[config.mk]
export PLATFORM = sky130hd
export DESIGN_NAME = fpa_front
export DESIGN_NICKNAME = d
export VERILOG_FILES = /design/src/hw/rtl/fpa_pkg.sv /design/src/hw/rtl/fpa_front.sv
export SDC_FILE = /design/constraint.sdc
export NUM_CORES = 1
export LEC_CHECK = 0
export BUFFER_PORTS_ARGS = -buffer_cell sky130_fd_sc_hd__buf_2
export CAP_MARGIN = 10
export CORE_MARGIN = 3
export CORE_UTILIZATION = 55
export DETAILED_ROUTE_END_ITERATION = 10
export PLACE_DENSITY = 0.8
export SETUP_SLACK_MARGIN = 0.4
export SYNTH_ARGS = -nofsm -noshare
export SYNTH_HDL_FRONTEND = slang
export SYNTH_SLANG_ARGS = --single-unit
[constraint.sdc]
create_clock -name vclk -period 9.9
set_input_delay 0.495 -clock vclk [all_inputs]
set_output_delay 0.495 -clock vclk [all_outputs]
set_load 0.02 [all_outputs]
[src/hw/rtl/fpa_pkg.sv]
package fpa_pkg;

  localparam int FracBits   = 8;
  localparam int WordBits   = 32;
  localparam int DataW      = 32;
  localparam int SatBits    = (WordBits > DataW) ? DataW : WordBits;
  localparam int ExtW       = 2 * DataW;
  localparam int NumW       = DataW + FracBits;
  localparam int StepInc    = 1;
  localparam int QueueDepth = 2;
  localparam int QueuePtrW  = $clog2(QueueDepth);
  localparam int QueueCntW  = $clog2(QueueDepth + 1);

  localparam logic signed [ExtW-1:0] SatHi =
    {{(ExtW - SatBits + 1){1'b0}}, {(SatBits - 1){1'b1}}};
  localparam logic signed [ExtW-1:0] SatLo = ~SatHi;

  typedef enum logic [3:0] {
    CmdAdd     = 4'd0,
    CmdSub     = 4'd1,
    CmdMul     = 4'd2,
    CmdDiv     = 4'd3,
    CmdGt      = 4'd4,
    CmdLt      = 4'd5,
    CmdGe      = 4'd6,
    CmdLe      = 4'd7,
    CmdEq      = 4'd8,
    CmdNe      = 4'd9,
    CmdMin     = 4'd10,
    CmdMax     = 4'd11,
    CmdInc     = 4'd12,
    CmdDec     = 4'd13,
    CmdToInt   = 4'd14,
    CmdFromInt = 4'd15
  } cmd_e;

  typedef enum logic [1:0] {
    StOk       = 2'd0,
    StOverflow = 2'd1,
    StDivZero  = 2'd2
  } status_e;

  typedef enum logic [1:0] {
    KindDone = 2'd0,
    KindMul  = 2'd1,
    KindDiv  = 2'd2
  } kind_e;

  typedef struct packed {
    cmd_e                    command;
    logic signed [DataW-1:0] operand_a;
    logic signed [DataW-1:0] operand_b;
  } req_t;

  typedef struct packed {
    logic signed [DataW-1:0] value;
    logic                    compare_true;
    status_e                 status;
  } rsp_t;

  // Classified request handed from front to back.
  typedef struct packed {
    kind_e                   kind;
    logic                    neg;
    logic signed [DataW-1:0] value;
    logic                    cmp;
    status_e                 status;
    logic [DataW-1:0]        mag_a;
    logic [DataW-1:0]        mag_b;
  } job_t;

  typedef struct packed {
    kind_e                   kind;
    logic                    neg;
    logic signed [DataW-1:0] value;
    logic                    cmp;
    status_e                 status;
    logic [DataW-1:0]        den;
    logic [DataW-1:0]        rem;
    logic [NumW-1:0]         nq;
    logic [ExtW-1:0]         prod;
  } stage_t;

  typedef struct packed {
    logic signed [DataW-1:0] value;
    status_e                 status;
  } sat_t;

  function automatic sat_t sat_clamp(logic signed [ExtW-1:0] v);
    sat_t r;
    r.value  = v[DataW-1:0];
    r.status = StOk;
    if (v > SatHi) begin
      r.value  = SatHi[DataW-1:0];
      r.status = StOverflow;
    end else if (v < SatLo) begin
      r.value  = SatLo[DataW-1:0];
      r.status = StOverflow;
    end
    return r;
  endfunction

  function automatic logic signed [ExtW-1:0] signed_of(logic [ExtW-1:0] mag, logic neg);
    logic signed [ExtW-1:0] m;
    m = $signed(mag);
    return neg ? -m : m;
  endfunction

endpackage

[src/hw/rtl/fpa_front.sv]
module fpa_front (
  input  logic          in_valid_i,
  output logic          in_ready_o,
  input  fpa_pkg::req_t in_req_i,
  input  logic          full_i,
  output logic          push_o,
  output fpa_pkg::job_t job_o
);

  logic signed [fpa_pkg::DataW-1:0] a, b;
  logic signed [fpa_pkg::ExtW-1:0]  a_ext, b_ext;
  logic [fpa_pkg::DataW-1:0]        mag_a, mag_b;
  fpa_pkg::sat_t                    sat;
  logic                             use_sat;

  assign in_ready_o = !full_i;
  assign push_o     = in_valid_i && !full_i;

  assign a     = in_req_i.operand_a;
  assign b     = in_req_i.operand_b;
  assign a_ext = {{(fpa_pkg::ExtW - fpa_pkg::DataW){a[fpa_pkg::DataW-1]}}, a};
  assign b_ext = {{(fpa_pkg::ExtW - fpa_pkg::DataW){b[fpa_pkg::DataW-1]}}, b};
  assign mag_a = a[fpa_pkg::DataW-1] ? fpa_pkg::DataW'(-a) : a;
  assign mag_b = b[fpa_pkg::DataW-1] ? fpa_pkg::DataW'(-b) : b;

  always_comb begin
    sat     = fpa_pkg::sat_clamp(a_ext + b_ext);
    use_sat = 1'b1;
    job_o.kind   = fpa_pkg::KindDone;
    job_o.neg    = a[fpa_pkg::DataW-1] ^ b[fpa_pkg::DataW-1];
    job_o.value  = '0;
    job_o.cmp    = 1'b0;
    job_o.status = fpa_pkg::StOk;
    job_o.mag_a  = mag_a;
    job_o.mag_b  = mag_b;
    case (in_req_i.command)
      fpa_pkg::CmdAdd: sat = fpa_pkg::sat_clamp(a_ext + b_ext);
      fpa_pkg::CmdSub: sat = fpa_pkg::sat_clamp(a_ext - b_ext);
      fpa_pkg::CmdMul: begin
        use_sat    = 1'b0;
        job_o.kind = fpa_pkg::KindMul;
      end
      fpa_pkg::CmdDiv: begin
        use_sat = 1'b0;
        if (b == '0) begin
          job_o.status = fpa_pkg::StDivZero;
        end else begin
          job_o.kind = fpa_pkg::KindDiv;
        end
      end
      fpa_pkg::CmdGt: begin use_sat = 1'b0; job_o.cmp = (a > b);  end
      fpa_pkg::CmdLt: begin use_sat = 1'b0; job_o.cmp = (a < b);  end
      fpa_pkg::CmdGe: begin use_sat = 1'b0; job_o.cmp = (a >= b); end
      fpa_pkg::CmdLe: begin use_sat = 1'b0; job_o.cmp = (a <= b); end
      fpa_pkg::CmdEq: begin use_sat = 1'b0; job_o.cmp = (a == b); end
      fpa_pkg::CmdNe: begin use_sat = 1'b0; job_o.cmp = (a != b); end
      fpa_pkg::CmdMin: sat = fpa_pkg::sat_clamp((a < b) ? a_ext : b_ext);
      fpa_pkg::CmdMax: sat = fpa_pkg::sat_clamp((a > b) ? a_ext : b_ext);
      fpa_pkg::CmdInc: sat = fpa_pkg::sat_clamp(a_ext + fpa_pkg::ExtW'(fpa_pkg::StepInc));
      fpa_pkg::CmdDec: sat = fpa_pkg::sat_clamp(a_ext - fpa_pkg::ExtW'(fpa_pkg::StepInc));
      fpa_pkg::CmdToInt: sat = fpa_pkg::sat_clamp(fpa_pkg::signed_of(
        fpa_pkg::ExtW'(mag_a >> fpa_pkg::FracBits), a[fpa_pkg::DataW-1]));
      fpa_pkg::CmdFromInt: sat = fpa_pkg::sat_clamp(a_ext <<< fpa_pkg::FracBits);
      default: use_sat = 1'b0;
    endcase
    if (use_sat) begin
      job_o.value  = sat.value;
      job_o.status = sat.status;
    end
  end

endmodule

* Yosys cells after proc, flatten, opt, wreduce, memory -nomap -nowiden
Index checks and enable logic that the tools add are counted.
** Storage, ports and cells
- Register bits :: 0
- Latch bits :: 0
- RAM bits :: 0
- Bits in read-only memories :: 0
- Output and inout bits :: 104
- Word-level logic and storage cells :: 78
- Memories kept :: 0
** Cells by class
- Add/sub/neg operators :: 7
- Multiply operators :: 0
- Div/mod/pow operators :: 0
- Magnitude comparators :: 20
- Equality and inequality tests :: 17
- Shift operators :: 0
- Muxes and demuxes :: 29
- Bitwise gates (word level) :: 1
- Reduce and logical (&&, ||, !) cells :: 4
** Operators with widths (number)
- $mux W34 :: 16
- $pmux W34 S7 :: 1
- $gt A64 B32 Y1 const B :: 3
- $lt A64 B32 Y1 const B :: 3
- $mux W64 :: 3
- $gt A33 B32 Y1 const B :: 4
- $lt A33 B32 Y1 const B :: 4
- $mux W32 :: 3
- $neg A24 Y64 :: 1
- $neg A32 Y32 :: 2
- $gt A40 B32 Y1 const B :: 1
- $lt A40 B32 Y1 const B :: 1
- $add A32 B2 Y33 const B :: 1
- $add A32 B32 Y33 :: 1
- $sub A32 B2 Y33 const B :: 1
- $sub A32 B32 Y33 :: 1
- $eq A32 B32 Y1 :: 1
- $eq A4 B4 Y1 const B :: 8
- $ge A32 B32 Y1 :: 1
- $gt A32 B32 Y1 :: 1
- $le A32 B32 Y1 :: 1
- $logic_not A32 Y1 :: 1
- $lt A32 B32 Y1 :: 1
- $ne A32 B32 Y1 :: 1
- other kinds (10) :: 17

* Logic depth before layout (Yosys ltp)
Gate-level depths: netlist (run 1).
- Depth after elaboration :: 9
- Mapped depth :: 20
- Depth with buffers taken out :: 16

* Worst setup path before layout (run 1)
OpenSTA, ideal clock, no wires.
- Path type :: input port to output port
- Start point :: in in_req_i[32] (netlist bit)
- End point :: out job_o[75] (netlist bit)
- Data arrival time :: 4752 ps
- Required time :: 9405 ps
- Setup slack :: 4653 ps
- Stages :: 17
- Path buffers :: 2
- Cell sequence :: clkbuf_1 -> buf_1 -> inv_1 -> ha_1 -> nor3b_1 -> nand2_1 -> o21ai_0 -> xnor2_1 -> or4_4 -> or2_2 -> nor3_1 -> ha_1 -> inv_1 -> nor3_1 -> o31ai_1 -> a211oi_1 -> a311oi_1
** RTL lines
- start, declared :: RTL line fpa_front.sv:4 : input fpa_pkg::req_t in_req_i,
- end, declared :: RTL line fpa_front.sv:7 : output fpa_pkg::job_t job_o

==> impl_results.md, run 1 <==
- # IOs: 174
- Antenna-violating nets left: 0
- Die area: 0.0208 mm²
- Psw: 0.000504 W
- RSZ-0062 raised after global routing: false
- Critical path capture point type: output pin
- DR vias/cell: 7.36
- Cts repair resizes: 0
- Diode count: 0
- Die Ht: 144 µm
- Post-place setup slack: 3.31 ns
- Cell taking the most area after synthesis: xnor2_1
- Congestion Overflow GR: 0
- Post-Place Cells: 1950
- Register share of total power: 0%
- Measured slew at the worst slew-check pin: 1.08 ns
- Drt wl/cell: 25.7 µm
- Routability congestion estimate: 1.08
- Synth warn: 0
- Total Neg Setup Slack: 0 ns
- FF/Latch Area: 0 µm²
- Register area share after synthesis: 0%
- Drt total wl: 50200 µm
- Largest net degree at the start of global routing: 71
- Die width: 144 µm
- Final max-slew violation count: 0
- Syn_area_per_cell: 6.30 µm²
- Setup Viol. Count Final: 0
- Syn Inst Count: 1672
- Power per cell area: 66.8 mW/mm²
- Vias in the first global route: 12753
- Detailed placer's ending HPWL: 37900 µm
- Final worst-path cycle share: 69.1%
- Core Area: 0.0184 mm²
- WP data required: 9.41 ns
- Crit path kind: primary input to output pin
- IO Port Bufs: 174
- Gr usage total: 45.3%
- Worst Hold Depth: 3
- Setup crit start kind: primary input
- Starting Density: 57.3%
- Hold Buf Count CTS: 0
- Syn_nets: 1816
- Outcome: finished, final reports clean
- Final worst slack: 3.06 ns
- Initial antenna violation count: 3
- DRT iter0 DRCs: 2333
- Yosys top cell area share: 12.2%
- Via count: 14344
- DRC: 0
- Max_slew headroom: 27.5%
- Site Rows: 49
- Int Power: 0.000251 W
- Crit-path max FO: 24
- Gate power share: 100.0%
- Number of sequential cells: 0
- Layout cells sized above 1: 14.2%
- Post-Synthesis Cell Area: 0.0105 mm²
- Final Hold Viols: 0
- Most common cell in the netlist: nor2_1
- Peak supply drop: 0.0422 mV
- Final std cells w/o fill: 1950
- Total of max-cap violations: 0
- Fmax: 146 MHz
- Worst min path class: primary input to output pin
- First-pass GRT wire length: 74500 µm
- Fin nets: 1867
- Final Critical Period: 6.84 ns
- Clock Buffer Count: 0
- 1st-pass router iterations: 7
- Clock group share of total power: 0%
- Fill cells: 1840
- Ranking of synthesized cells by area: xnor2_1, ha_1, nor2_1
- Worst EP arrival: 6.34 ns
- Area growth syn-to-layout: 7.32%
- Sw Ratio: 66.7%
- Top cells by count, synth: nor2_1, xnor2_1, a21oi_1
- Number of setup buffers added after CTS: 0
- Leakage: 4.44 nW
- Count of different cell masters after synthesis: 82
layout make-up:
type | instances | area [µm²] | share of cell area (%)
inverter | 90 | 338 | 2.99
multi-input combinational | 1439 | 9670 | 85.6
tap | 229 | 287 | 2.54
timing repair buffer | 192 | 1010 | 8.90
layer usage:
metal	up-vias	wire, µm	GRT usage (%)
li1	6244	-	-
met1	6486	18300	60.0
met2	1349	20900	69.5
met3	261	7450	9.95
met4	4	3470	21.9
met5	-	34	0
stage by stage:
stage               hold WS [ns]  power [W]  util [%]  area, µm²
floorplan                   1.07   0.000501         -      10500
finish                      1.25   0.000755      61.4      11300
CTS                         1.25   0.000730      61.4      11300
detailed placement          1.25   0.000726      61.4      11300
global route                1.26   0.000798      61.4      11300
global placement            1.24   0.000722      61.4      11300
logic make-up (layout without fill, tap and decap cells):
logic type	after synthesis	after routing	synth area share, %
fa+ha+maj	74	74	8.93
compound gates	523	523	33.4
simple gates	623	623	30.3
buf+inv	233	282	8.55
mux	42	42	4.05
xor+xnor	177	177	14.7
layout by cell type, fill, tap and decap left out, drive strengths merged, types with 7 or more instances in the layout:
cell	count
a21oi	130
o21bai	14
o41ai	14
a21boi	7
nand2b	16
nand4	39
a211oi	29
buf	192
xor2	30
inv	89
and3	12
nor3	61
a31oi	17
o211ai	13
o221ai	12
nor2b	22
xnor2	147
nor2	177
a311oi	20
nand3	45
or4	16
ha	72
or2	13
mux2i	37
o21a	15
o31a	10
or3	17
o22ai	8
a2111oi	20
o21ai	115
nand2	129
and2	7
o31ai	24
a21o	12
a221oi	9
nor4	38
worst max-delay path: stages:
cell,delay [ns]
buf_2,0.24
inv_1,0.24
ha_1,0.29
nor3b_1,0.76
nand2_1,0.37
o21ai_0,0.30
xor2_1,0.35
nand4bb_4,0.20
or4_1,0.69
nor3_1,0.25
ha_1,0.22
inv_1,0.09
o41ai_4,0.07
a31oi_2,0.13
buf_4,0.28
a2111oi_0,0.92
a211oi_1,0.20
buf_2,0.23
power by group through the flow:
stage | combinational, W | clock, W | sequential [W]
floorplan | 0.000501 | 0 | 0
global placement | 0.000722 | 0 | 0
detailed placement | 0.000726 | 0 | 0
CTS | 0.000730 | 0 | 0
global route | 0.000798 | 0 | 0
finish | 0.000755 | 0 | 0
final timing paths:
kind	start	endpoint
worst max-delay path	in_req_i[32]	job_o[76]
worst min-delay path	full_i	in_ready_o
(Power assumes the default switching activity.)
==> inputs of run 2 (changes only) <==
PLACE_DENSITY = 0.83   (was 0.8)
clock period = 6.1 ns   (was 9.9 ns; I/O delays follow)
==> run 2 against run 1 <==
Compared with the run above: wire length up 1.6%; final area up 2.7%; sequential share of layout area unchanged.
==> impl_results.md, run 2 (same netlist as run 1, synthesis figures left out) <==
- Outcome: finished, final reports clean (unchanged)
- Fmax: 179 MHz
- Die Ht: 144 µm (unchanged)
- PnR Total Power: 0.00126 W (was 0.000755 W)
- Total Neg Setup Slack: 0 ns (unchanged)
- Layout cells sized above 1: 16.4% (was 14.2%)
- Clock Buffer Count: 0 (unchanged)
- Final worst-path cycle share: 91.6%
- Largest net degree at the start of global routing: 49 (was 71)
- Leakage: 4.63 nW (was 4.44 nW)
- Drt wl/cell: 25.6 µm (was 25.7 µm)
- Core Area: 0.0184 mm² (unchanged)
- Initial antenna violation count: 0 (was 3)
- Worst EP arrival: 5.28 ns (was 6.34 ns)
- Most Frequent Cell on Critical Path: buf_2
- Final std cells w/o fill: 1990 (was 1950)
- 1st-pass router iterations: 6 (was 7)
- Dpl cell area: 0.0116 mm² (was 0.0113 mm²)
- Antenna-violating nets left: 0 (unchanged)
- Total of max-cap violations: 0 (unchanged)
- Most frequent cells in the layout: buf_2, nor2_1, xnor2_1 (was nor2_1, buf_2, xnor2_1)
- Detailed placer's ending HPWL: 39400 µm (was 37900 µm)
- Starting Density: 57.3% (unchanged)
- Fin nets: 1907 (was 1867)
- Power per cell area: 108 mW/mm² (was 66.8 mW/mm²)
- CP max stage delay: 0.68 ns (was 0.92 ns)
- Design area: 0.0116 mm² (was 0.0113 mm²)
- Drt total wl: 51000 µm (was 50200 µm)
- Congestion Overflow GR: 0 (unchanged)
- Gr usage total: 46.2% (was 45.3%)
- Measured slew at the worst slew-check pin: 1.23 ns (was 1.08 ns)
- Diode count: 0 (unchanged)
- FF/Latch Area: 0 µm² (unchanged)
- Grt met3 use: 13.9% (was 9.95%)
- Area growth syn-to-layout: 10.2% (was 7.32%)
- Peak supply drop: 0.0677 mV (was 0.0422 mV)
- Setup crit start kind: primary input (unchanged)
- Number of sequential cells: 0 (unchanged)
- Gr busiest metal: met2 (unchanged)
- Final Hold Viols: 0 (unchanged)
- M2 GR Usage: 69.9% (was 69.5%)
- Setup Viol. Count Final: 0 (unchanged)
- # IOs: 174 (unchanged)
- Crit-path max FO: 24 (unchanged)
- RSZ-0062 raised after global routing: true (was false)
- Most common cell after layout, fill and taps aside: buf_2 (was nor2_1)
- GRT met1 Usage: 58.5% (was 60.0%)
- Post-Place Cells: 1989 (was 1950)
- Max_slew headroom: 17.0% (was 27.5%)
- Die area: 0.0208 mm² (unchanged)
- WHS: 0.875 ns (was 1.25 ns)
- Die width: 144 µm (unchanged)
- Delay-heaviest family, CP: simple AND/OR/NAND/NOR gates (unchanged)
- IO Port Bufs: 174 (unchanged)
- WP data required: 5.79 ns (was 9.41 ns)
- First-pass GRT wire length: 76000 µm (was 74500 µm)
- Via count: 14356 (was 14344)
- Hold Buf Count CTS: 0 (unchanged)
- Site Rows: 49 (unchanged)
- Routability congestion estimate: 1.04 (was 1.08)
- Worst path cell trace: buf_2, nor4_4, nand3_4, or3_1, a211oi_1, o221ai_1, or4_1, nor3_1, ha_1, inv_1, o41ai_4, a31oi_2, buf_4, a2111oi_1, a311oi_1, buf_2 (was buf_2, inv_1, ha_1, nor3b_1, nand2_1, o21ai_0, xor2_1, nand4bb_4, or4_1, nor3_1, ha_1, inv_1, o41ai_4, a31oi_2, buf_4, a2111oi_0, a211oi_1, buf_2)
- Crit path kind: primary input to output pin (unchanged)
- Critical path capture point type: output pin (unchanged)
- Worst path slowest cell: a2111oi_1 (was a2111oi_0)
- DRC: 0 (unchanged)
- Final max-slew violation count: 0 (unchanged)
- Vias in the first global route: 13098 (was 12753)
- Final Critical Period: 5.59 ns
- CP Buf/Inv Count: 4 (was 5)
- Worst min path class: primary input to output pin (unchanged)
- DRT iter0 DRCs: 2176 (was 2333)
- DR vias/cell: 7.21 (was 7.36)
run 2: cell count changes in the layout (fill, tap and decap cells not counted), sizes merged:
| cell | delta |
|---|---|
| buf | +40 |
run 2: repair_timing:
action                                  4_1_cts  5_1_grt
gates cloned                                  0        0
endpoints found under the setup margin        7       28
resized for setup                             3        4
buffers inserted                              0        1
run 2: stage by stage:
stage / setup WS [ns] / utilization, %
CTS: 0.462 / 63.0
finish: 0.512 / 63.1
floorplan: 1.23 / -
global route: 0.326 / 63.1
detailed placement: 0.212 / 62.9
global placement: 0.00288 / 62.9
run 2: routing by layer:
metal	vias to the layer above	wire, µm
met2	1240	21100
met3	234	7420
met5	-	0
li1	6330	-
met4	0	3610
met1	6552	18900
run 2: path summary, 6_finish.rpt:
kind / depth (start not counted) / from / slack (ns) / to
max: 16 / in_req_i[37] / 0.51 / job_o[83]
min: 3 / full_i / 0.87 / in_ready_o
run 2: layout make-up:
cell class,count,area (µm²)
well taps,229,287
inverters,90,338
fillers,1775,6790
repair buffers,232,1300
multi-input cells,1439,9680
run 2: power by group:
part           total (W)  internal [W]  leakage [nW]  switching (W)
logic            0.00126      0.000425          4.63       0.000831
clock network          0             0             0              0
registers              0             0             0              0
