===== config.mk =====
export PLATFORM = sky130hd
export DESIGN_NAME = fpa_queue
export DESIGN_NICKNAME = d
export VERILOG_FILES = /design/src/hw/rtl/fpa_pkg.sv /design/src/hw/rtl/fpa_queue.sv
export SDC_FILE = /design/constraint.sdc
export NUM_CORES = 1
export LEC_CHECK = 0
export BUFFER_PORTS_ARGS = -buffer_cell sky130_fd_sc_hd__buf_2
export CORE_MARGIN = 2
export CORE_UTILIZATION = 25
export DETAILED_ROUTE_END_ITERATION = 7
export PLACE_DENSITY = 0.45
export SYNTH_ARGS = -nofsm -noshare
export SYNTH_HDL_FRONTEND = slang
export SYNTH_SLANG_ARGS = --single-unit

===== constraint.sdc =====
create_clock -name clk_i -period 6.6 [get_ports clk_i]
set_input_delay 0.66 -clock clk_i [delete_from_list [all_inputs] [get_ports clk_i]]
set_output_delay 0.66 -clock clk_i [all_outputs]
set_load 0.01 [all_outputs]

===== src/hw/rtl/fpa_pkg.sv =====
package fpa_pkg;

  localparam int FracBits   = 8;
  localparam int WordBits   = 32;
  localparam int DataW      = 32;
  localparam int SatBits    = (WordBits > DataW) ? DataW : WordBits;
  localparam int ExtW       = 2 * DataW;
  localparam int NumW       = DataW + FracBits;
  localparam int StepInc    = 1;
  localparam int QueueDepth = 2;
  localparam int QueuePtrW  = $clog2(QueueDepth);
  localparam int QueueCntW  = $clog2(QueueDepth + 1);

  localparam logic signed [ExtW-1:0] SatHi =
    {{(ExtW - SatBits + 1){1'b0}}, {(SatBits - 1){1'b1}}};
  localparam logic signed [ExtW-1:0] SatLo = ~SatHi;

  typedef enum logic [3:0] {
    CmdAdd     = 4'd0,
    CmdSub     = 4'd1,
    CmdMul     = 4'd2,
    CmdDiv     = 4'd3,
    CmdGt      = 4'd4,
    CmdLt      = 4'd5,
    CmdGe      = 4'd6,
    CmdLe      = 4'd7,
    CmdEq      = 4'd8,
    CmdNe      = 4'd9,
    CmdMin     = 4'd10,
    CmdMax     = 4'd11,
    CmdInc     = 4'd12,
    CmdDec     = 4'd13,
    CmdToInt   = 4'd14,
    CmdFromInt = 4'd15
  } cmd_e;

  typedef enum logic [1:0] {
    StOk       = 2'd0,
    StOverflow = 2'd1,
    StDivZero  = 2'd2
  } status_e;

  typedef enum logic [1:0] {
    KindDone = 2'd0,
    KindMul  = 2'd1,
    KindDiv  = 2'd2
  } kind_e;

  typedef struct packed {
    cmd_e                    command;
    logic signed [DataW-1:0] operand_a;
    logic signed [DataW-1:0] operand_b;
  } req_t;

  typedef struct packed {
    logic signed [DataW-1:0] value;
    logic                    compare_true;
    status_e                 status;
  } rsp_t;

  // Classified request handed from front to back.
  typedef struct packed {
    kind_e                   kind;
    logic                    neg;
    logic signed [DataW-1:0] value;
    logic                    cmp;
    status_e                 status;
    logic [DataW-1:0]        mag_a;
    logic [DataW-1:0]        mag_b;
  } job_t;

  typedef struct packed {
    kind_e                   kind;
    logic                    neg;
    logic signed [DataW-1:0] value;
    logic                    cmp;
    status_e                 status;
    logic [DataW-1:0]        den;
    logic [DataW-1:0]        rem;
    logic [NumW-1:0]         nq;
    logic [ExtW-1:0]         prod;
  } stage_t;

  typedef struct packed {
    logic signed [DataW-1:0] value;
    status_e                 status;
  } sat_t;

  function automatic sat_t sat_clamp(logic signed [ExtW-1:0] v);
    sat_t r;
    r.value  = v[DataW-1:0];
    r.status = StOk;
    if (v > SatHi) begin
      r.value  = SatHi[DataW-1:0];
      r.status = StOverflow;
    end else if (v < SatLo) begin
      r.value  = SatLo[DataW-1:0];
      r.status = StOverflow;
    end
    return r;
  endfunction

  function automatic logic signed [ExtW-1:0] signed_of(logic [ExtW-1:0] mag, logic neg);
    logic signed [ExtW-1:0] m;
    m = $signed(mag);
    return neg ? -m : m;
  endfunction

endpackage


===== src/hw/rtl/fpa_queue.sv =====
module fpa_queue (
  input  logic          clk_i,
  input  logic          rst_ni,
  input  logic          push_i,
  input  fpa_pkg::job_t push_data_i,
  output logic          full_o,
  input  logic          pop_i,
  output logic          empty_o,
  output fpa_pkg::job_t head_o
);

  fpa_pkg::job_t                      mem_q [fpa_pkg::QueueDepth];
  logic [fpa_pkg::QueuePtrW-1:0]      wptr_q, wptr_d;
  logic [fpa_pkg::QueuePtrW-1:0]      rptr_q, rptr_d;
  logic [fpa_pkg::QueueCntW-1:0]      cnt_q, cnt_d;

  assign full_o  = (cnt_q == fpa_pkg::QueueCntW'(fpa_pkg::QueueDepth));
  assign empty_o = (cnt_q == '0);
  assign head_o  = mem_q[rptr_q];

  always_comb begin
    wptr_d = wptr_q;
    rptr_d = rptr_q;
    cnt_d  = cnt_q;
    if (push_i) begin
      wptr_d = (wptr_q == fpa_pkg::QueuePtrW'(fpa_pkg::QueueDepth - 1)) ? '0 : wptr_q + 1'b1;
    end
    if (pop_i) begin
      rptr_d = (rptr_q == fpa_pkg::QueuePtrW'(fpa_pkg::QueueDepth - 1)) ? '0 : rptr_q + 1'b1;
    end
    if (push_i && !pop_i) begin
      cnt_d = cnt_q + 1'b1;
    end else if (pop_i && !push_i) begin
      cnt_d = cnt_q - 1'b1;
    end
  end

  always_ff @(posedge clk_i or negedge rst_ni) begin
    if (!rst_ni) begin
      wptr_q <= '0;
      rptr_q <= '0;
      cnt_q  <= '0;
    end else begin
      wptr_q <= wptr_d;
      rptr_q <= rptr_d;
      cnt_q  <= cnt_d;
    end
  end

  always_ff @(posedge clk_i) begin
    if (push_i) begin
      mem_q[wptr_q] <= push_data_i;
    end
  end

  a_cnt_bound: assert property (@(posedge clk_i) disable iff (!rst_ni)
    cnt_q <= fpa_pkg::QueueCntW'(fpa_pkg::QueueDepth))
    else $error("queue count above depth");

  a_no_pop_empty: assert property (@(posedge clk_i) disable iff (!rst_ni)
    pop_i |-> !empty_o)
    else $error("pop from empty queue");

  a_no_push_full: assert property (@(posedge clk_i) disable iff (!rst_ni)
    push_i |-> !full_o)
    else $error("push into full queue");

endmodule


Word level (Yosys, flattened, before mapping)
Memories as Yosys holds them, arrays and structs flattened.
Cells that the tools add are included.
Cells by class
  multipliers: 0
  $add $sub $neg: 4
  eq/ne operators: 1
  shift operators: 0
  div/mod/pow operators: 0
  multiplexer cells: 6
  reduce and logical (&&, ||, !) cells: 6
  magnitude comparators: 0
  bitwise operators: 0
Operators with widths (number)
  1-bit 2-to-1 mux: 4
  2-bit 2-to-1 mux: 2
  1-bit adder (second input constant): 2
  2-bit by 1-bit adder with 2-bit output (second input constant): 1
  2-bit == test (second input constant): 1
  1-bit logical AND: 2
  1-bit zero test: 2
  2-bit zero test: 1
  2-bit nonzero test: 1
  2-bit by 1-bit subtractor with 2-bit output (second input constant): 1
Storage, ports and cells
  RAM bits: 204
  ROM bits: 0
  input port bits: 106
  register bits after elaboration: 4
  bits in latches: 0
  memories kept: 1
  output and inout port bits: 104
  word-level logic and storage cells: 21
Memory list
  mem_q: depth 2, width 102, rd ports 1, clocked after memory_dff 0, wr ports 1, RTL line fpa_queue.sv:12  | fpa_pkg::job_t mem_q [fpa_pkg::QueueDepth];

Depth between registers and ports, before layout
Gate-level depths: netlist of run 1.
  word-level depth: 4
  mapped depth: 5
  mapped depth without buffers: 5

Worst setup path before layout of run 1
OpenSTA, ideal clock, no wires.
  kind: input port to flip-flop
  start point: input port push_i
  end point: memory mem_q[0][0] (netlist bit), enable pin
  arrival time: 5.098 ns
  setup time: 0.576 ns
  data required time: 6.024 ns
  slack: 0.926 ns
  stages: 1
  buffers on the path: 0
  cell sequence: nor2b_1
On the way
  word-level cells in the longest chain between the ends: 2
Ends and longest elaborated chain
  start, declared: RTL line fpa_queue.sv:4  | input logic push_i,
  1-bit 2-to-1 mux: RTL line fpa_queue.sv:51  | if (push_i) begin
  1-bit 2-to-1 mux (implied by the code): RTL line fpa_queue.sv:52  | mem_q[wptr_q] <= push_data_i;
  end, declared: RTL line fpa_queue.sv:12
Every way passes these cells.

==> summary by stage, run 1 <==
Worst setup path
The kind of launch point of the worst setup path is a flop. The launching point of the worst reg2reg path is wptr_q. The stage delay of the slowest cell on the critical path is 0.83 ns.

The timing startpoint of the critical path is rptr_q. The slack of the worst reg-to-reg path is 4.23 ns. The slowest stage cell on the critical path is sky130_fd_sc_hd__dfrtp_4.

The category of the most critical setup path is reg -> out. The worst path required time is 5.94 ns. In this run the critical register-to-register path is captured at mem_q[0][82]. The signal arrival time at the worst endpoint is 2.81 ns.

Of all nets on the critical path, the largest fanout is 57. For the worst flop-to-flop path, the logic depth is 3. The capturing element type of the critical path is a primary output. In this run the worst setup path terminates at head_o[95].

The critical path goes through buf_4, mux2_2, buf_2.

STA
The final hold violation count came to 0. The time the worst path needs with I/O delays and setup is 3.47 ns. The final number of setup-violating endpoints is 0.

The number of max-slew violations in the final report is 0. At the pin with the least slew margin, the transition time is 0.824 ns. Dividing the final minimum period by the clock period gives 52.6%. In the final timing run, aggregate negative setup slack is 0 ns. The worst pin sits at a relative slew slack of 45.1%.

Setup repair after global routing left no endpoint under its margin. Across the routed clock network, the largest skew measured is 0.0108 ns. The tightest hold margin is 0.334 ns. Derived from the worst setup path, the maximum achievable clock frequency is 0.288 GHz.

CTS
The insertion delay of the later-clocked pin in the worst-skew pair is 0.51 ns. TritonCTS built the clock tree. Buffers inserted during clock tree synthesis total 24. The longest clock path from root to sink contains 3 buffers.

The root buffer selected by CTS is sky130_fd_sc_hd__clkbuf_16. Counting every sink on the clock net gives 208. The maximum level of the CTS H-tree is 1. The number of gates resized after CTS was 0. The clock-pin transition on the worst setup and hold timing paths is 0.05 ns. The post-cts hold buffer count is 1. The number of setup buffers added after CTS is 0.

Logic synthesis
The post-synthesis cell type with the largest combined area is sky130_fd_sc_hd__edfxtp_1. The per-instance average area after synthesis is 22.7 um^2. The post-synthesis sequential area ratio is 82.3%. The number of register bits inferred by synthesis is 208. The synthesized area is 0.00756 mm^2. Ranked by total cell area, the synthesized netlist is headed by sky130_fd_sc_hd__edfxtp_1 (81%), sky130_fd_sc_hd__mux2_2 (15%), sky130_fd_sc_hd__dfrtp_1 (1.3%), sky130_fd_sc_hd__buf_6 (1.0%), sky130_fd_sc_hd__xor2_1 (0.46%). For this run, the number of Yosys warnings is 0. The number of distinct standard cells referenced by the synthesized netlist is 13.

Counting every instance in the synthesized netlist gives 333. The number of nets in the synthesized netlist is 440. The synthesized design devotes to its leading area cell type 81.0% of total area.

Power and ir drop
In this run switching power makes up 28.5% of total power. The clock network accounts for 28.5% of the total power. Summed over all nets, the switching power comes to 1170 uW. The internal power of the cells totals 2950 uW.

Sequential cells burn 45.4% of the power. The worst-case vdd ir drop is 0.175 mV. The combinational share of power is 26.2%.

The analysis attributes to cell leakage a power of 0.00359 uW. The total power per unit cell area is 422 mW/mm^2.

Finish
The number of cells in the finished layout apart from fillers is 971. Compared with the post-synthesis result, the final layout area differs by 29.0%. The finished cells cover 0.00975 mm^2. In the layout the commonest cells are sky130_fd_sc_hd__buf_2 (209), sky130_fd_sc_hd__edfxtp_1 (204), sky130_fd_sc_hd__mux2_2 (102). For this run, the share of the core covered by cells in the final layout is 32.8%. The number of nets in the final layout is 669. The most common cell after layout, fill and taps aside is sky130_fd_sc_hd__buf_2.

Cells with a size suffix above 1 make up 59.3% of the layout. The number of fillers in the final layout is 2,905.

Global route
The maximum number of pins on one net before global-route repair is 58. The number of global-route vias before repair is 4,063. For this run, the total global-route usage over all layers was measured as 9.50%. The first-pass GRT wire length is 23,000 um. The number of antenna violations at the first check in global routing is 3.

The aggregate global routing overflow is 0.

Detailed routing
The detailed-route wire length is 15,600 um. The count of nets left with antenna violations after detail routing is 0. Dividing the detail-routed wire length by the instance count gives 16.1 um. The detailed-routing iteration count for the pre-antenna-repair pass is 4. The first routing iteration left 207 violations. Dividing the detail-routed via count by the number of cells gives 3.95.

The remaining design rule violation count is 0. The final route contains 3,836 vias.

Floorplanning
The die covers 0.0317 mm^2. Once the floorplan was initialized, standard cells occupied 25.4% of the core. The vertical die dimension is 178 um. The standard-cell row count is 63. After floorplanning, the core was sized to cover 0.0297 mm^2. In this run the count of I/O pins placed on the die edge is 210. The width of the die is 178 um.

Place
Port buffering added 209 buffers. At the end of routability-driven placement, the weighted congestion stood at 0.683. The cell count after placement is 925. The cell area after placement is 0.00904 mm^2. The total half-perimeter wirelength after legalization and detailed placement is 10,100 um.

Worst hold path
The path class of the lowest-slack min-delay path is in -> reg.

Run
The tool flagged a number of max-cap violations equal to 0.

Outcome
The flow ran to the end, and the final reports show no timing, DRC or antenna violations.
==> synthesized netlist by cell type (all sizes together) <==
cell	number
and2	1
buf	11
dfrtp	4
edfxtp	204
ha	1
inv	1
mux2	102
nor2	2
nor2b	2
xnor2	1
xor2	4
==> layer usage <==
metal	GRT usage, %	up-vias	routed length (um)
li1	-	1783	-
met1	12.6	1877	6650
met2	14.7	147	7250
met3	3.11	27	1280
met4	2.94	2	410
met5	0	-	13
==> metrics by stage <==
stage,setup WS (ns),power (uW)
global placement,3.66,3000
detailed placement,3.63,3020
global route,2.97,4350
finish,3.13,4120
CTS,3.08,4220
floorplan,0.926,2600
==> sequential cells by signal, indices dropped and copies added (netlist names) <==
signal and count:
mem_q 204, cnt_q 2, rptr_q 1, wptr_q 1
==> kinds of logic after synthesis <==
logic type / Yosys count / share of synthesized area (%)
xor+xnor: 5 / 0.579
simple gates: 5 / 0.348
mux: 102 / 15.2
buf+inv: 12 / 1.39
flops: 208 / 82.3
fa+ha+maj: 1 / 0.165
==> power by group through the flow <==
| stage | clock network (uW) | logic [uW] | registers (uW) |
|---|---|---|---|
| finish | 1170 | 1080 | 1870 |
| global route | 1270 | 1180 | 1900 |
| CTS | 1220 | 1120 | 1880 |
| detailed placement | 0 | 1110 | 1900 |
| global placement | 0 | 1110 | 1890 |
| floorplan | 0 | 750 | 1850 |
==> worst max-delay path, delay by kind of cell, from the launching register on <==
| family | cells | cell delay [ns] |
|---|---|---|
| flops | 1 | 0.83 |
| buf+inv | 2 | 0.85 |
| mux | 1 | 0.44 |
==> how the worst min path moves through the flow <==
stage	from	to	slack (ns)	cells after the start
floorplan	rst_ni	cnt_q[0]	0.36	0
global placement	cnt_q[1]	cnt_q[1]	0.47	1
CTS	push_data_i[99]	mem_q[1][99]	0.31	1
detailed placement	rst_ni	cnt_q[1]	0.48	1
finish	push_data_i[74]	mem_q[1][74]	0.33	1
global route	push_data_i[99]	mem_q[0][99]	0.31	1
==> area by class of cell <==
class                      instances  area (um^2)  share of cell area (%)
timing repair buffer             214         1090                    11.1
antenna                            1         2.50                  0.0257
tap                              390          488                    5.00
clock inverter                    12         48.8                   0.500
inverter                           1         3.75                  0.0385
multi-input combinational        113         1240                    12.7
sequential                       208         6230                    63.9
clock buffer                      32          652                    6.68
Power figures use the tool's default switching activity.
==> inputs of run 2 (changes only) <==
--- a/config.mk
+++ b/config.mk
@@ -5,6 +5,7 @@
 export SDC_FILE = /design/constraint.sdc
 export NUM_CORES = 1
 export LEC_CHECK = 0
+export ABC_AREA = 1
 export BUFFER_PORTS_ARGS = -buffer_cell sky130_fd_sc_hd__buf_2
 export CORE_MARGIN = 2
 export CORE_UTILIZATION = 25
==> constraint.sdc (replaced) <==
create_clock -name clk_i -period 3.2 [get_ports clk_i]
set_input_delay 0.32 -clock clk_i [delete_from_list [all_inputs] [get_ports clk_i]]
set_output_delay 0.32 -clock clk_i [all_outputs]
set_load 0.01 [all_outputs]
==> run 2 against run 1 <==
- final area up 12%
- highest routed layer is now met4
- via count up 11%
- hold slack worse by 0.31 ns
- global-route usage up 0.26 points
- combinational power up 120%
- synthesized area up 0.26%
- count of clock-buffer cells in the layout down 3
- utilization up 3.8 points
==> summary by stage, run 2 <==
Floorplanning
The total core area is 0.0297 mm^2. The floorplan step defined a die boundary enclosing 0.0317 mm^2. The floorplan step set the die width to 178 um.

The I/O pin count is 210. Once the floorplan was initialized, standard cells occupied 25.5% of the core. After floorplanning, the core was divided into 63 placement rows. In this run the vertical extent of the chip is 178 um.

Finish
The largest registers in the layout are mem_q (204), cnt_q (2). The area growth from synthesis to layout is 43.5%. The most common cell after layout, fill and taps aside is sky130_fd_sc_hd__buf_2. The filler cells instantiated in the layout total 2,791. Leaving out fill and tap cells, the most frequent cells in the layout are sky130_fd_sc_hd__buf_2 (209), sky130_fd_sc_hd__edfxtp_1 (204), sky130_fd_sc_hd__mux2_2 (102). The number of flip-flops in the largest register is 204. The register name with the most flops is mem_q. The post-route netlist has 51.0% of its cells at a drive strength greater than 1. In the final design database the tool counted 780 nets.

STA
The worst-case clock skew is 0.00877 ns. The final hold violation count is 0. Setup violations remaining at the end of the flow were counted as 0.

Setup slack closes at 0.744 ns. The fmax is 0.407 GHz. The smallest clock period supported by the final layout is computed as 2.46 ns. The transition at the pin with the smallest max-transition slack is 0.907 ns.

Headroom to the max-slew limit came out at 39.5%. The number of max-slew violations in the final report is 0. The final period utilization is 76.7%. Setup repair after global routing left no endpoint under its margin. The setup total negative slack is 0 ns.

Detailed routing
The detailed-routing iteration count for the pre-antenna-repair pass is 4. The post-detailed-route wirelength per cell is 15.0 um. Detailed routing inserted a total of 4,261 vias. The detailed-route wire length is 16,300 um. The remaining design rule violation count is 0. In the routed layout, each cell is associated on average with a via count of 3.94. The initial DRC count is 197.

Once detail routing completed, the nets flagged for antenna violations numbered 0.

CTS
Clock tree synthesis selected as its root buffer the cell sky130_fd_sc_hd__clkbuf_16. The number of gates given a new drive strength after cts is 0. Clock-pin slew was measured on the worst setup and hold paths at 0.05 ns.

The insertion delay of the later-clocked pin in the worst-skew pair is 0.50 ns. TritonCTS built the clock tree. The number of clock buffers added by TritonCTS is 24. Clock tree synthesis found a total of 208 sinks.

The maximum level of the CTS H-tree is 1. The maximum clock path buffer count is 3. The number of setup buffers added after CTS is 0.

Global route
The number of global-route vias before repair is 4,595. The total overflow left after global routing is 0. The global-route usage over all layers is 9.76%. Entering global routing, the biggest net connects 64 pins. The first-pass GRT wire length is 24,100 um. The number of antenna violations at the first check in global routing is 1.

Logic synthesis
The async set-reset flop share out of synthesis is 1.92%. The commonest cells after synthesis are sky130_fd_sc_hd__edfxtp_1 (204), sky130_fd_sc_hd__mux2_2 (102), sky130_fd_sc_hd__buf_6 (7), sky130_fd_sc_hd__inv_1 (7), sky130_fd_sc_hd__nand2_1 (5). For this run, the number of Yosys warnings is 0. The synthesized design contains 204 enable-type register cells.

After synthesis, the largest area contributor takes up 80.8% of total cell area. Sequential elements use 82.1% of the synthesized area. The number of register bits inferred by synthesis is 208. Synthesis produced a netlist with a net count of 449. Yosys attributes the largest share of cell area to sky130_fd_sc_hd__edfxtp_1 (81%), sky130_fd_sc_hd__mux2_2 (15%), sky130_fd_sc_hd__dfrtp_1 (1.3%), sky130_fd_sc_hd__buf_6 (1.0%), sky130_fd_sc_hd__inv_1 (0.35%). The synthesized area is 0.00758 mm^2. Counting every instance in the synthesized netlist gives 342. For this run, the leading register cell type out of synthesis is sky130_fd_sc_hd__edfxtp_1. A synthesized cell averages 22.2 um^2.

sky130_fd_sc_hd__edfxtp_1 is the most common cell in the netlist. The post-synthesis cell type with the largest combined area is sky130_fd_sc_hd__edfxtp_1. The synthesized netlist contains 14 unique library cells.

Power and ir drop
Internal power comes to 6360 uW. In this run the power spent charging and discharging nets is 2450 uW. Of the total power, the share spent switching nets is 27.8%. Combinational logic burns 27.2% of the power. The proportion of power drawn by flip-flops and latches is 43.6%.

The clock network burns 29.2% of the power. In this run the power density over the cells is 810 mW/mm^2. Across the VDD grid, the largest voltage drop is 0.416 mV.

The standby leakage power is 0.00410 uW.

Worst setup path
The slack of the worst reg-to-reg path is 1.37 ns. The worst setup path is launched from a flop. The worst setup path is captured at a primary output. Data on the critical path is required at its endpoint by 2.88 ns.

The signal arrival time at the worst endpoint is 2.14 ns. The signal on the critical path passes through buf_12, mux2_2, buf_2. The slowest stage cell on the critical path is sky130_fd_sc_hd__dfrtp_4.

The stage delay of the slowest cell on the critical path is 0.78 ns. In this run the worst path has a maximum fanout of 37. The category of the most critical setup path is reg -> out.

Run
Across the run, the number of max-cap violations was 0.

Outcome
The flow ran to the end, and the final reports show no timing, DRC or antenna violations.

Place
Once detailed placement completed, the half-perimeter wirelength came to 10,500 um. The count of buffers added on input and output ports is 209. Prior to clock tree synthesis, the placed netlist has a worst setup slack of 1.22 ns.

At the end of routability-driven placement, the weighted congestion stood at 0.691.

Worst hold path
In this run the worst hold path is classified as in -> reg.
==> run 2: power groups by stage <==
stage	Sequential (uW)	Clock (uW)	Combinational (uW)
global route	3910	2780	2610
CTS	3860	2670	2460
finish	3840	2580	2400
global placement	3890	0	2340
detailed placement	3910	0	2350
floorplan	3790	0	1560
==> run 2: final cells by class <==
cell class	count	area [um^2]	share of cell area, %
Clock inverter	14	115	1.06
Sequential cell	208	6230	57.3
Multi-Input combinational cell	116	1240	11.4
Tap cell	390	488	4.48
Antenna cell	1	2.50	0.0230
Inverter	7	28.8	0.264
Timing Repair Buffer	316	2140	19.7
Clock buffer	29	641	5.89
==> run 2: worst paths after layout <==
| path | from | end | depth (start not counted) |
|---|---|---|---|
| min | push_data_i[21] | mem_q[1][21] | 1 |
| max reg2reg | wptr_q | mem_q[1][85] | 3 |
| min in group asynchronous | rst_ni | rptr_q | 2 |
| max | rptr_q | head_o[20] | 3 |
| max in group asynchronous | rst_ni | rptr_q | 2 |
| min reg2reg | cnt_q[1] | cnt_q[1] | 2 |
==> run 2: logic make-up after synthesis <==
group	Yosys count	share of synthesized area (%)
flops	208	82.1
mux	102	15.1
buf+inv	18	1.68
simple gates	10	0.545
xor+xnor	3	0.347
fa+ha+maj	1	0.165
==> run 2: through the flow <==
stage | total power (uW) | util, % | hold slack, ns | cells | cell area [um^2]
2_1_floorplan | 5340 | - | 0.0244 | 342 | 7590
3_3_place_gp | 6230 | 30.7 | 0.131 | 936 | 9110
3_5_place_dp | 6260 | 30.7 | 0.131 | 936 | 9110
4_1_cts | 8990 | 36.6 | 0.00241 | 1080 | 10900
5_1_grt | 9300 | 36.6 | 0.000466 | 1081 | 10900
6_report | 8810 | 36.6 | 0.0218 | 1081 | 10900
==> run 2: critical path, delay by kind of cell, from the launching register on <==
kind / cells / cell delay, ns
flip-flops: 1 / 0.78
buffers and inverters: 2 / 0.43
multiplexers: 1 / 0.38
==> run 2: repair_timing <==
item | CTS | global route
setup endpoints to repair | 0 | 0
hold buffers | 101 | 0
endpoints found under the hold margin | 203 | 0
==> run 2: layer usage <==
metal,vias to the layer above,part of all wire [%],wire [um],global-route usage [%]
li1,2010,-,-,-
met4,0,3.1,497,3.28
met1,2062,39,6370,10.9
met5,-,0,0,0
met3,33,8.8,1430,3.52
met2,156,49,7960,17.2
